### src/sv/stb_pkg.sv
package stb_pkg;

	// Field widths of the request and result items.
	localparam int CMD_W      = 4;
	localparam int IDX_W      = 4;
	localparam int VAL_W      = 32;
	localparam int STAT_W     = 2;
	localparam int SLOT_W     = 4;
	localparam int IN_DATA_W  = 40;
	localparam int OUT_DATA_W = 72;

	// Command codes carried in s_tuser.
	localparam logic [CMD_W-1:0] CMD_TICK       = 4'd0;
	localparam logic [CMD_W-1:0] CMD_CREATE     = 4'd1;
	localparam logic [CMD_W-1:0] CMD_DELETE     = 4'd2;
	localparam logic [CMD_W-1:0] CMD_START      = 4'd3;
	localparam logic [CMD_W-1:0] CMD_STOP       = 4'd4;
	localparam logic [CMD_W-1:0] CMD_RESET      = 4'd5;
	localparam logic [CMD_W-1:0] CMD_SET_AUTO   = 4'd6;
	localparam logic [CMD_W-1:0] CMD_SET_RELOAD = 4'd7;
	localparam logic [CMD_W-1:0] CMD_LOAD_CD    = 4'd8;

	// Result status codes.
	localparam logic [STAT_W-1:0] STAT_OK       = 2'd0;
	localparam logic [STAT_W-1:0] STAT_NO_FREE  = 2'd1;
	localparam logic [STAT_W-1:0] STAT_NOT_USED = 2'd2;

	// Result kinds carried in m_tuser.
	localparam logic KIND_ACK    = 1'b0;
	localparam logic KIND_EXPIRY = 1'b1;

endpackage

### src/sv/software_timer_bank_unit.sv
// Channel | Direction | Handshake        | Contents
// s_      | in        | s_tvalid/tready  | tuser: command; tdata: index, value, flags
// m_      | out       | m_tvalid/tready  | tuser: kind; tlast: last; tdata: status .. count
//
// A tick runs the slot sweep, which reads the count and reload memories once
// per slot. Other commands pass through the command state.
// Reset clears the flag bits, the tick counter and the countdown at once.
// A stalled result freezes the sweep; a request is taken while a result waits.
module software_timer_bank_unit #(
	parameter int TIMER_SLOTS = 16
) (
	input  logic                            clk,
	input  logic                            arst_n,
	input  logic                            s_tvalid,
	output logic                            s_tready,
	// timer_index[3:0], value[35:4], auto_reload[36], start_now[37], zero[39:38]
	input  logic [stb_pkg::IN_DATA_W-1:0]   s_tdata,
	// command[3:0]
	input  logic [stb_pkg::CMD_W-1:0]       s_tuser,
	output logic                            m_tvalid,
	input  logic                            m_tready,
	// status[1:0], slot[5:2], system_time[37:6], countdown_now[69:38], zero[71:70]
	output logic [stb_pkg::OUT_DATA_W-1:0]  m_tdata,
	// kind[0]
	output logic                            m_tuser,
	output logic                            m_tlast
);

	import stb_pkg::*;

	localparam int AW = (TIMER_SLOTS > 1) ? $clog2(TIMER_SLOTS) : 1;
	localparam int CW = $clog2(TIMER_SLOTS + 1);
	localparam int EW = (CW > IDX_W) ? CW : IDX_W;
	localparam int SW = (AW > SLOT_W) ? AW : SLOT_W;

	typedef enum logic [1:0] {
		S_IDLE,
		S_CMD,
		S_TICK
	} state_t;

	state_t state_q;

	// Request fields.
	logic [IDX_W-1:0] in_idx;
	logic [VAL_W-1:0] in_val;
	logic             in_auto;
	logic             in_start;
	logic [EW-1:0]    in_idx_ext;
	logic             in_idx_ok;

	assign in_idx     = s_tdata[3:0];
	assign in_val     = s_tdata[35:4];
	assign in_auto    = s_tdata[36];
	assign in_start   = s_tdata[37];
	assign in_idx_ext = EW'(in_idx);
	assign in_idx_ok  = in_idx_ext < EW'(TIMER_SLOTS);

	// Latched request.
	logic [CMD_W-1:0] cmd_q;
	logic [AW-1:0]    idx_q;
	logic             idx_ok_q;
	logic [VAL_W-1:0] val_q;
	logic             auto_q;
	logic             start_q;

	// Bank state held in flip-flops.
	logic [TIMER_SLOTS-1:0] used_q;
	logic [TIMER_SLOTS-1:0] en_q;
	logic [TIMER_SLOTS-1:0] auto_en_q;
	logic [VAL_W-1:0]       tick_total_q;
	logic [VAL_W-1:0]       countdown_q;

	// Sweep pointer and the slot whose memory data is returning.
	logic [CW-1:0] ptr_q;
	logic [AW-1:0] idx_s1;
	logic          v_s1;

	// Output register.
	logic              out_valid_q;
	logic              out_kind_q;
	logic [STAT_W-1:0] out_status_q;
	logic [SLOT_W-1:0] out_slot_q;
	logic [VAL_W-1:0]  out_time_q;
	logic [VAL_W-1:0]  out_cd_q;
	logic              out_last_q;
	logic              out_free;

	// Memory ports.
	logic [AW-1:0]    raddr;
	logic [VAL_W-1:0] count_rd;
	logic [VAL_W-1:0] reload_rd;
	logic             count_we;
	logic [AW-1:0]    count_waddr;
	logic [VAL_W-1:0] count_wdata;
	logic             reload_we;
	logic [AW-1:0]    reload_waddr;

	// Result to load into the output register.
	logic              emit;
	logic              e_kind;
	logic [STAT_W-1:0] e_status;
	logic [SW-1:0]     e_slot;
	logic [VAL_W-1:0]  e_cd;
	logic              e_last;

	// Command and sweep decisions.
	logic          free_found;
	logic [AW-1:0] free_idx;
	logic          slot_cmd;
	logic          slot_ok;
	logic          cmd_done;
	logic [VAL_W-1:0] cnt_dec;
	logic          active;
	logic          expire;
	logic          stall;
	logic          sweep_end;
	logic          accept;

	assign accept   = s_tvalid && s_tready;
	assign s_tready = (state_q == S_IDLE);
	assign out_free = !out_valid_q || m_tready;

	stb_ram #(.DEPTH(TIMER_SLOTS), .WIDTH(VAL_W), .AW(AW)) u_count (
		.clk   (clk),
		.we    (count_we),
		.waddr (count_waddr),
		.wdata (count_wdata),
		.raddr (raddr),
		.rdata (count_rd)
	);

	stb_ram #(.DEPTH(TIMER_SLOTS), .WIDTH(VAL_W), .AW(AW)) u_reload (
		.clk   (clk),
		.we    (reload_we),
		.waddr (reload_waddr),
		.wdata (val_q),
		.raddr (raddr),
		.rdata (reload_rd)
	);

	// Lowest free slot for create.
	always_comb begin
		free_found = 1'b0;
		free_idx   = '0;
		for (int i = TIMER_SLOTS - 1; i >= 0; i--) begin
			if (!used_q[i]) begin
				free_found = 1'b1;
				free_idx   = AW'(i);
			end
		end
	end

	// Slot-addressed commands check that the slot is in use.
	assign slot_cmd = (cmd_q == CMD_DELETE) || (cmd_q == CMD_START) ||
		(cmd_q == CMD_STOP) || (cmd_q == CMD_RESET) ||
		(cmd_q == CMD_SET_AUTO) || (cmd_q == CMD_SET_RELOAD);
	assign slot_ok  = idx_ok_q && used_q[idx_q];
	assign cmd_done = (state_q == S_CMD) && out_free;

	// Per-slot tick work on the data returned from the memories.
	assign cnt_dec   = (count_rd != '0) ? count_rd - VAL_W'(1) : '0;
	assign active    = v_s1 && used_q[idx_s1] && en_q[idx_s1];
	assign expire    = active && (cnt_dec == '0);
	assign stall     = expire && !out_free;
	assign sweep_end = (state_q == S_TICK) && !v_s1 && (ptr_q == CW'(TIMER_SLOTS));

	// Read address: the incoming index, the latched index, or the sweep.
	always_comb begin
		raddr = idx_q;
		case (state_q)
			S_IDLE: raddr = in_idx_ext[AW-1:0];
			S_CMD:  raddr = idx_q;
			S_TICK: raddr = stall ? idx_s1 : ptr_q[AW-1:0];
			default: raddr = idx_q;
		endcase
	end

	// Memory writes.
	always_comb begin
		count_we     = 1'b0;
		count_waddr  = idx_q;
		count_wdata  = val_q;
		reload_we    = 1'b0;
		reload_waddr = idx_q;
		if (state_q == S_TICK) begin
			count_we    = active && !stall;
			count_waddr = idx_s1;
			count_wdata = expire ? reload_rd : cnt_dec;
		end else if (cmd_done) begin
			if (cmd_q == CMD_CREATE) begin
				count_we     = free_found;
				count_waddr  = free_idx;
				reload_we    = free_found;
				reload_waddr = free_idx;
			end else if (cmd_q == CMD_RESET) begin
				count_we    = slot_ok;
				count_wdata = reload_rd;
			end else if (cmd_q == CMD_SET_RELOAD) begin
				reload_we = slot_ok;
			end
		end
	end

	// Result selection.
	always_comb begin
		emit     = 1'b0;
		e_kind   = KIND_ACK;
		e_status = STAT_OK;
		e_slot   = '0;
		e_cd     = countdown_q;
		e_last   = 1'b1;
		if (cmd_done) begin
			emit = 1'b1;
			if (cmd_q == CMD_CREATE) begin
				if (free_found) begin
					e_slot = SW'(free_idx);
				end else begin
					e_status = STAT_NO_FREE;
				end
			end else if (slot_cmd && !slot_ok) begin
				e_status = STAT_NOT_USED;
			end else if (cmd_q == CMD_LOAD_CD) begin
				e_cd = val_q;
			end
		end else if (expire && out_free) begin
			emit   = 1'b1;
			e_kind = KIND_EXPIRY;
			e_slot = SW'(idx_s1);
			e_last = 1'b0;
		end else if (sweep_end && out_free) begin
			emit = 1'b1;
		end
	end

	// Sequencer, counters and output valid.
	always_ff @(posedge clk or negedge arst_n) begin
		if (!arst_n) begin
			state_q      <= S_IDLE;
			ptr_q        <= '0;
			v_s1         <= 1'b0;
			tick_total_q <= '0;
			countdown_q  <= '0;
			out_valid_q  <= 1'b0;
		end else begin
			if (emit) begin
				out_valid_q <= 1'b1;
			end else if (m_tready) begin
				out_valid_q <= 1'b0;
			end
			case (state_q)
				S_IDLE: begin
					if (accept) begin
						if (s_tuser == CMD_TICK) begin
							tick_total_q <= tick_total_q + VAL_W'(1);
							if (countdown_q != '0) begin
								countdown_q <= countdown_q - VAL_W'(1);
							end
							ptr_q   <= '0;
							v_s1    <= 1'b0;
							state_q <= S_TICK;
						end else begin
							state_q <= S_CMD;
						end
					end
				end
				S_CMD: begin
					if (cmd_done) begin
						if (cmd_q == CMD_LOAD_CD) begin
							countdown_q <= val_q;
						end
						state_q <= S_IDLE;
					end
				end
				S_TICK: begin
					if (!stall) begin
						if (ptr_q != CW'(TIMER_SLOTS)) begin
							ptr_q <= ptr_q + CW'(1);
							v_s1  <= 1'b1;
						end else begin
							v_s1 <= 1'b0;
						end
					end
					if (sweep_end && out_free) begin
						state_q <= S_IDLE;
					end
				end
				default: state_q <= S_IDLE;
			endcase
		end
	end

	// Sweep slot index follows the pointer.
	always_ff @(posedge clk) begin
		if (state_q == S_TICK && !stall) begin
			idx_s1 <= ptr_q[AW-1:0];
		end
	end

	// Request latch.
	always_ff @(posedge clk) begin
		if (accept) begin
			cmd_q    <= s_tuser;
			idx_q    <= in_idx_ext[AW-1:0];
			idx_ok_q <= in_idx_ok;
			val_q    <= in_val;
			auto_q   <= in_auto;
			start_q  <= in_start;
		end
	end

	// Per-slot flag bits.
	always_ff @(posedge clk or negedge arst_n) begin
		if (!arst_n) begin
			used_q    <= '0;
			en_q      <= '0;
			auto_en_q <= '0;
		end else if (state_q == S_TICK) begin
			if (expire && !stall && !auto_en_q[idx_s1]) begin
				en_q[idx_s1] <= 1'b0;
			end
		end else if (cmd_done) begin
			if (cmd_q == CMD_CREATE) begin
				if (free_found) begin
					used_q[free_idx]    <= 1'b1;
					en_q[free_idx]      <= start_q;
					auto_en_q[free_idx] <= auto_q;
				end
			end else if (slot_ok) begin
				case (cmd_q)
					CMD_DELETE: begin
						used_q[idx_q]    <= 1'b0;
						en_q[idx_q]      <= 1'b0;
						auto_en_q[idx_q] <= 1'b0;
					end
					CMD_START:    en_q[idx_q]      <= 1'b1;
					CMD_STOP:     en_q[idx_q]      <= 1'b0;
					CMD_SET_AUTO: auto_en_q[idx_q] <= auto_q;
					default: ;
				endcase
			end
		end
	end

	// Output payload.
	always_ff @(posedge clk) begin
		if (emit) begin
			out_kind_q   <= e_kind;
			out_status_q <= e_status;
			out_slot_q   <= e_slot[SLOT_W-1:0];
			out_time_q   <= tick_total_q;
			out_cd_q     <= e_cd;
			out_last_q   <= e_last;
		end
	end

	assign m_tvalid = out_valid_q;
	assign m_tuser  = out_kind_q;
	assign m_tlast  = out_last_q;
	assign m_tdata  = {2'b00, out_cd_q, out_time_q, out_slot_q, out_status_q};

`ifndef ASSERT_OFF
	// A result is never loaded over one that has not been taken.
	a_no_overwrite: assert property (@(posedge clk) disable iff (!arst_n)
		emit |-> out_free)
		else $error("result register overwritten");

	// The sweep pointer never runs past the bank.
	a_ptr_range: assert property (@(posedge clk) disable iff (!arst_n)
		ptr_q <= CW'(TIMER_SLOTS))
		else $error("sweep pointer out of range");

	// An accepted tick advances the tick counter by one.
	a_tick_count: assert property (@(posedge clk) disable iff (!arst_n)
		(accept && s_tuser == CMD_TICK) |=>
		tick_total_q == $past(tick_total_q) + VAL_W'(1))
		else $error("tick counter did not advance");

	// Requests are taken only while no sweep is in progress.
	a_idle_accept: assert property (@(posedge clk) disable iff (!arst_n)
		accept |-> !v_s1 && !stall)
		else $error("request taken during a sweep");
`endif

endmodule

### src/sv/stb_ram.sv
module stb_ram #(
	parameter int DEPTH = 16,
	parameter int WIDTH = 32,
	parameter int AW    = 4
) (
	input  logic             clk,
	input  logic             we,
	input  logic [AW-1:0]    waddr,
	input  logic [WIDTH-1:0] wdata,
	input  logic [AW-1:0]    raddr,
	output logic [WIDTH-1:0] rdata
);

	logic [WIDTH-1:0] mem [DEPTH];

	// One write port and one registered read port.
	always_ff @(posedge clk) begin
		if (we) begin
			mem[waddr] <= wdata;
		end
		rdata <= mem[raddr];
	end

endmodule

### config.mk
export PLATFORM = sky130hd
export DESIGN_NAME = software_timer_bank_unit
export DESIGN_NICKNAME = d
export VERILOG_FILES = /design/src/sv/stb_pkg.sv /design/src/sv/software_timer_bank_unit.sv /design/src/sv/stb_ram.sv
export SDC_FILE = /design/constraint.sdc
export NUM_CORES = 2
export LEC_CHECK = 0
export CAP_MARGIN = 0
export CORE_UTILIZATION = 54
export DETAILED_ROUTE_END_ITERATION = 16
export DONT_BUFFER_PORTS = 1
export GPL_TIMING_DRIVEN = 0
export PLACE_DENSITY = 0.69
export RECOVER_POWER = 25
export SLEW_MARGIN = 20
export SYNTH_ARGS = -nofsm -noshare
export SYNTH_HDL_FRONTEND = slang
export SYNTH_SLANG_ARGS = --single-unit
### constraint.sdc
create_clock -name clk -period 8.55 [get_ports clk]
set_input_delay 2.565 -clock clk [delete_from_list [all_inputs] [get_ports clk]]
set_output_delay 2.565 -clock clk [all_outputs]
set_load 0.02 [all_outputs]
# Word level (Yosys, flattened, before mapping)
# Memories as Yosys holds them, arrays and structs flattened. A register that Yosys moved wholly into a read port is not among the register bits.
# Index checks and enable logic that the tools add are counted.
# word_totals
register_bits	240
latch_bits	0
ram_bits	1024
romBits	0
inputBits	48
output_inout_bits	76
elab_cells	247
memories	2
# op_classes
add_sub_neg	4
mul	0
div_mod_pow	0
order_cmp	7
eq_ne	22
n_shift	0
muxes	127
bitwise_logic	9
reduce_logical	54
# memory_table
memory	words	word_bits	rd	rd_clocked_by_memory_dff	write_ports	line_no	source
u_count.mem	16	32	1	1	1	stb_ram.sv:14	logic [WIDTH-1:0] mem [DEPTH];
u_reload.mem	16	32	1	1	1	stb_ram.sv:14	
# ops
cell	count
32-bit 2-to-1 mux	14
16-bit 2-to-1 mux	13
4-bit 2-to-1 mux	25
16-bit AND	4
16-bit one-hot mux with 2 select lines	2
32-bit one-hot mux with 2 select lines	1
32-bit nonzero test	2
32-bit by 1-bit subtractor with 32-bit output, second input constant	2
16-bit bitwise mux	3
1-bit 2-to-1 mux	48
32-bit by 1-bit adder with 32-bit output, second input constant	1
32-bit logical NOT	1
16-bit inverter	2
16-bit OR	2
5-bit AND reduction	5
4-bit by 5-bit less-than comparator with 1-bit output, second input constant	4
5-bit 2-to-1 mux	4
1-bit logical AND	19
1-bit binary-select mux with 4-bit select	4
4-bit by 3-bit equality test with 1-bit output, second input constant	4
1-bit demux with 4-bit select	3
4-bit by 1-bit greater-or-equal comparator with 1-bit output, second input constant	3
2-bit 2-to-1 mux	6
2-bit nonzero test	6
other kinds (25)	45

# Logic depth before layout (Yosys ltp)
# depth
word_depth	25
mapped_depth	16
mapped_depth_nobuf	13

# Modules after synthesis
# Synthesis repeated with hierarchy kept, for this count alone.
# unflattened
cells_unflattened	3203
area_unflattened_um2	53596.4
# by_module_without_submodules
module	n_inst	cells_each	area_per_inst_um2	seq_area_each_um2
stb_ram	2	838	19835.3	16015.4
software_timer_bank_unit	1	1527	13925.9	6571.3

# Worst setup path before layout
# No wires, ideal clock.
# synth_timing
path_type	register -> register
start	register u_count.rdata[24] (read register of u_count.mem)
end	register out_last_q, in the netlist m_tlast, enable pin
arrival_ns	6.141
t_required_ns	8.024
path_slack_ns	1.882
path_stages_with_launch	9
path_buffers	1
path_cell_list	dfxtp_1 or4_1 or4_1 nor3_2 nor2b_1 o21bai_1 or3_1 clkbuf_1 a21oi_1
# synth_via
elab_chain_cells	7
# synth_lines
element	line_no	source
start, declared	stb_ram.sv:11	output logic [WIDTH-1:0] rdata
32-bit by 1-bit subtractor with 32-bit output / 32-bit nonzero test (equally long branches)	software_timer_bank_unit.sv:162	assign cnt_dec = (count_rd != '0) ? count_rd - VAL_W'(1) : '0;
32-bit 2-to-1 mux (*)	software_timer_bank_unit.sv:162	
32-bit logical NOT (*)	software_timer_bank_unit.sv:164	assign expire = active && (cnt_dec == '0);
1-bit logical AND (*)	software_timer_bank_unit.sv:164	
1-bit logical AND (*)	software_timer_bank_unit.sv:226	end else if (expire && out_free) begin
1-bit 2-to-1 mux (*)	software_timer_bank_unit.sv:226	
1-bit 2-to-1 mux (*)	software_timer_bank_unit.sv:213	if (cmd_done) begin
named net emit	software_timer_bank_unit.sv:100	logic emit;
end signal, assigned	software_timer_bank_unit.sv:353	out_last_q <= e_last;
end, declared	software_timer_bank_unit.sv:86	logic out_last_q;
# The timed path passes the listed nets; every way through them passes the cells marked *.
# A chain may end at the register's enable or synchronous reset.

# Final worst setup path
# layout_timing
start	register idx_s1[0]
end	register u_reload.rdata[0] (read register of u_reload.mem)
# layout_via
elab_chain_cells	8
# layout_lines
element	line_no	source
start, declared	software_timer_bank_unit.sv:76	logic [AW-1:0] idx_s1;
start signal, assigned	software_timer_bank_unit.sv:296	idx_s1 <= ptr_q[AW-1:0];
1-bit binary-select mux with 4-bit select	software_timer_bank_unit.sv:163	assign active = v_s1 && used_q[idx_s1] && en_q[idx_s1];
1-bit 2-to-1 mux (implied by the code)	software_timer_bank_unit.sv:163	
1-bit logical AND (2 in series)	software_timer_bank_unit.sv:163	
1-bit logical AND	software_timer_bank_unit.sv:164	
1-bit logical AND	software_timer_bank_unit.sv:165	assign stall = expire && !out_free;
4-bit 2-to-1 mux (*)	software_timer_bank_unit.sv:174	S_TICK: raddr = stall ? idx_s1 : ptr_q[AW-1:0];
4-bit one-hot mux with 2 select lines (*)	software_timer_bank_unit.sv:171	case (state_q)
end, declared	stb_ram.sv:11	
# Every way passes the cells marked *; elsewhere a longest branch is shown, timed or not. The select of a mux whose other input is x is not followed.

==> summary.txt <==
status: completed
drt initial violations: 4820
smallest setup slack after layout: 1.14 ns
vias after detailed routing: 36800
asr flop ratio synth: 9.12%
maximum clock frequency: 135 MHz
worst-path cell chain: clkbuf_1 -> clkbuf_1 -> mux4_2 -> nor2_1 -> a211oi_1 -> o21ai_0 -> o21bai_1 -> a2111oi_4 -> mux2i_1 -> and2_1 -> clkbuf_1 -> buf_2 -> clkbuf_1 -> a21oi_1 -> a221oi_1 -> or4_1
Max Buffers Root-to-Sink: 3
total global routing overflow: 0
core area: 0.100 mm²
hold buffer count at CTS: 0
Resized cells post-CTS: 0
kind of critical path: reg -> reg
crit path max fanout: 10
WL per Instance: 28.6 µm
end point of the critical path: u_reload.rdata[0]
initial antenna violation count: 9
CTS tree: built
fin crit period: 7.41 ns
total CTS buffers: 136
synthesized area: 0.0547 mm²
largest net degree at the start of global routing: 122
Placed Area: 0.0574 mm²
post-CTS setup buffers: 0
pre-CTS setup slack: 1.44 ns
# clock sinks: 1327
R2R Path End: u_reload.rdata[0]
final hold vios: 0
Die W: 320 µm
gr usage total: 31.1%
placed cells: 5324
Final Cell Area: 0.0619 mm²
share of layout cells above drive strength 1: 11.0%
Critical R2R Launch: idx_s1[0]
maximum vdd ir drop: 0.188 mV
Mean Syn Cell Area: 13.8 µm²
RePlAce Congestion: 0.996
final slew viol count: 0
sequential-to-total area share from yosys stat: 70.6%
Yosys reg bits: 1327
DRT Pass-1 Iters: 6
RSZ-0062 raised after global routing: false
Clock Latency Late Sink: 0.76 ns
main flop type after synthesis: edfxtp_1
post-synthesis cell type count: 77
CP max stage delay: 0.87 ns
Final setup viols: 0
Total Wirelength: 159000 µm
# rows: 116
CTS Root Buffer Type: clkbuf_16
# DRC: 0
Leak: 21.1 nW
number of H-tree levels: 4
pin slew with the least headroom to its limit: 1.24 ns
Worst Setup SP: idx_s1[0]
P&R area growth vs syn: 13.3%
clk_skew: 0.0290 ns
HP Class: reg -> reg
cell mode on critical path: clkbuf_1
vias in the first global route: 35800
DP Wirelength: 110000 µm
max_slew headroom: 17.5%
post-detailed-route count of antenna-violating nets: 0
I/O Buffers: 0
Die H: 320 µm
Worst EP required: 9.23 ns
Die ar.: 0.102 mm²
Final nets: 4217
Yosys warning total: 0
R2R Setup Slk: 1.14 ns
Boundary Pins: 124
Pwr Density: 286 mW/mm²
Vias/cell: 6.59
Initial Util: 54.6%
Max Cap Viol: 0
Syn Inst Count: 3973
first-pass GRT wire length: 235000 µm
WP data arrival: 8.09 ns
CP startpoint kind: flip-flop
commonest cells after routing, fill and taps aside: edfxtp_1 (1142), nand2_1 (393), a211oi_1 (387), a21oi_1 (328), clkbuf_1 (239)
Clk pin slew, worst setup/hold paths: 0.06 ns
commonest non-fill, non-tap cell in the layout: edfxtp_1
slowest library cell on the worst path: a2111oi_4
Post-synth EDFFs: 1142
Crit. End Element: flip-flop
R2R cell count: 16
Period Utilization, post-route: 86.6%
Layout Cells excl Fill: 5578
sequential cells by signal, summed over array words and instances (netlist names), 5 cells and up, named ones only:
register and cells:
u_reload.mem 512, out_time_q 32, used_q 16, ptr_q 5, out_cd_q 32, countdown_q 32, auto_en_q 16, u_count.rdata 32
u_reload.rdata 32, u_count.mem 512, val_q 32, tick_total_q 32
how the worst min path moves through the flow:
| stage | start | endpoint | slack, ns | depth (start not counted) |
|---|---|---|---|---|
| finish | tick_total_q[31] | out_time_q[31] | 0.47 | 0 |
| global route | tick_total_q[31] | out_time_q[31] | 0.49 | 0 |
| CTS | tick_total_q[31] | out_time_q[31] | 0.48 | 0 |
| detailed placement | tick_total_q[31] | out_time_q[31] | 0.46 | 0 |
| global placement | tick_total_q[31] | out_time_q[31] | 0.46 | 0 |
| floorplan | tick_total_q[31] | tick_total_q[31] | 0.44 | 1 |
power by group:
group          leakage [nW]  switching, mW  internal [mW]
registers              12.5          0.512           7.56
clock network          2.23           2.54           3.50
logic                  6.40           2.55           1.05
total                  21.1           5.61           12.1
layout make-up:
class | count | area, µm²
flip-flops and latches | 1327 | 38600
fillers | 7497 | 38200
multi-input cells | 2331 | 15100
clock buffers | 178 | 3730
well taps | 1298 | 1620
plain buffers | 290 | 1170
clock inverters | 72 | 827
repair buffers | 52 | 813
inverters | 26 | 97.6
diodes | 4 | 10.0
logic make-up after synthesis:
family / share of synthesized area, %
muxes: 3.18
AOI/OAI and AO/OA: 13.4
xor gates and xnor gates: 0.849
adders and majority gates: 0.114
buffers and inverters: 2.30
and+or+nand+nor: 9.50
DFF: 70.6
other: 0.00686
critical path: cells and delay by family, from the launching register on:
family / cells / cell delay [ns]
AOI/OAI and AO/OA: 6 / 2.93
buffers and inverters: 5 / 2.53
muxes: 2 / 1.01
and+or+nand+nor: 3 / 0.52
DFF: 1 / 0.32
per-layer routing:
layer	global-route usage [%]	routed length, µm
met1	42.2	63500
met2	50.9	77100
met3	5.91	14400
met4	9.70	4460
met5	0	22
synth_stat cells, types with 26 or more instances:
cell | instances | area, µm²
and3_1 | 206 | 1290
o221a_2 | 31 | 349
buf_2 | 45 | 225
o21ai_0 | 122 | 611
a21oi_1 | 329 | 1650
nand3_1 | 64 | 320
clkbuf_1 | 214 | 803
inv_1 | 26 | 97.6
or4_1 | 75 | 563
a211oi_1 | 387 | 2910
xnor2_1 | 37 | 324
a221oi_1 | 68 | 596
buf_1 | 28 | 105
edfxtp_1 | 1142 | 34300
nor3_1 | 38 | 190
mux2_2 | 55 | 619
dfrtp_1 | 121 | 3030
mux2i_1 | 76 | 761
dfxtp_1 | 64 | 1280
nor2_1 | 127 | 477
nand2_1 | 394 | 1480
metrics by stage:
| step | util [%] | hold slack (ns) | power (mW) | setup TNS [ns] |
|---|---|---|---|---|
| after floorplan | - | 0.441 | 10.1 | 0 |
| after global placement | 56.2 | 0.459 | 11.6 | -119.03 |
| after detailed placement | 57.3 | 0.458 | 11.7 | 0 |
| after CTS | 61.8 | 0.479 | 17.7 | 0 |
| after global routing | 61.8 | 0.493 | 18.3 | 0 |
| final | 61.9 | 0.474 | 17.7 | 0 |
No activity file was read; power rests on OpenSTA's default activity.
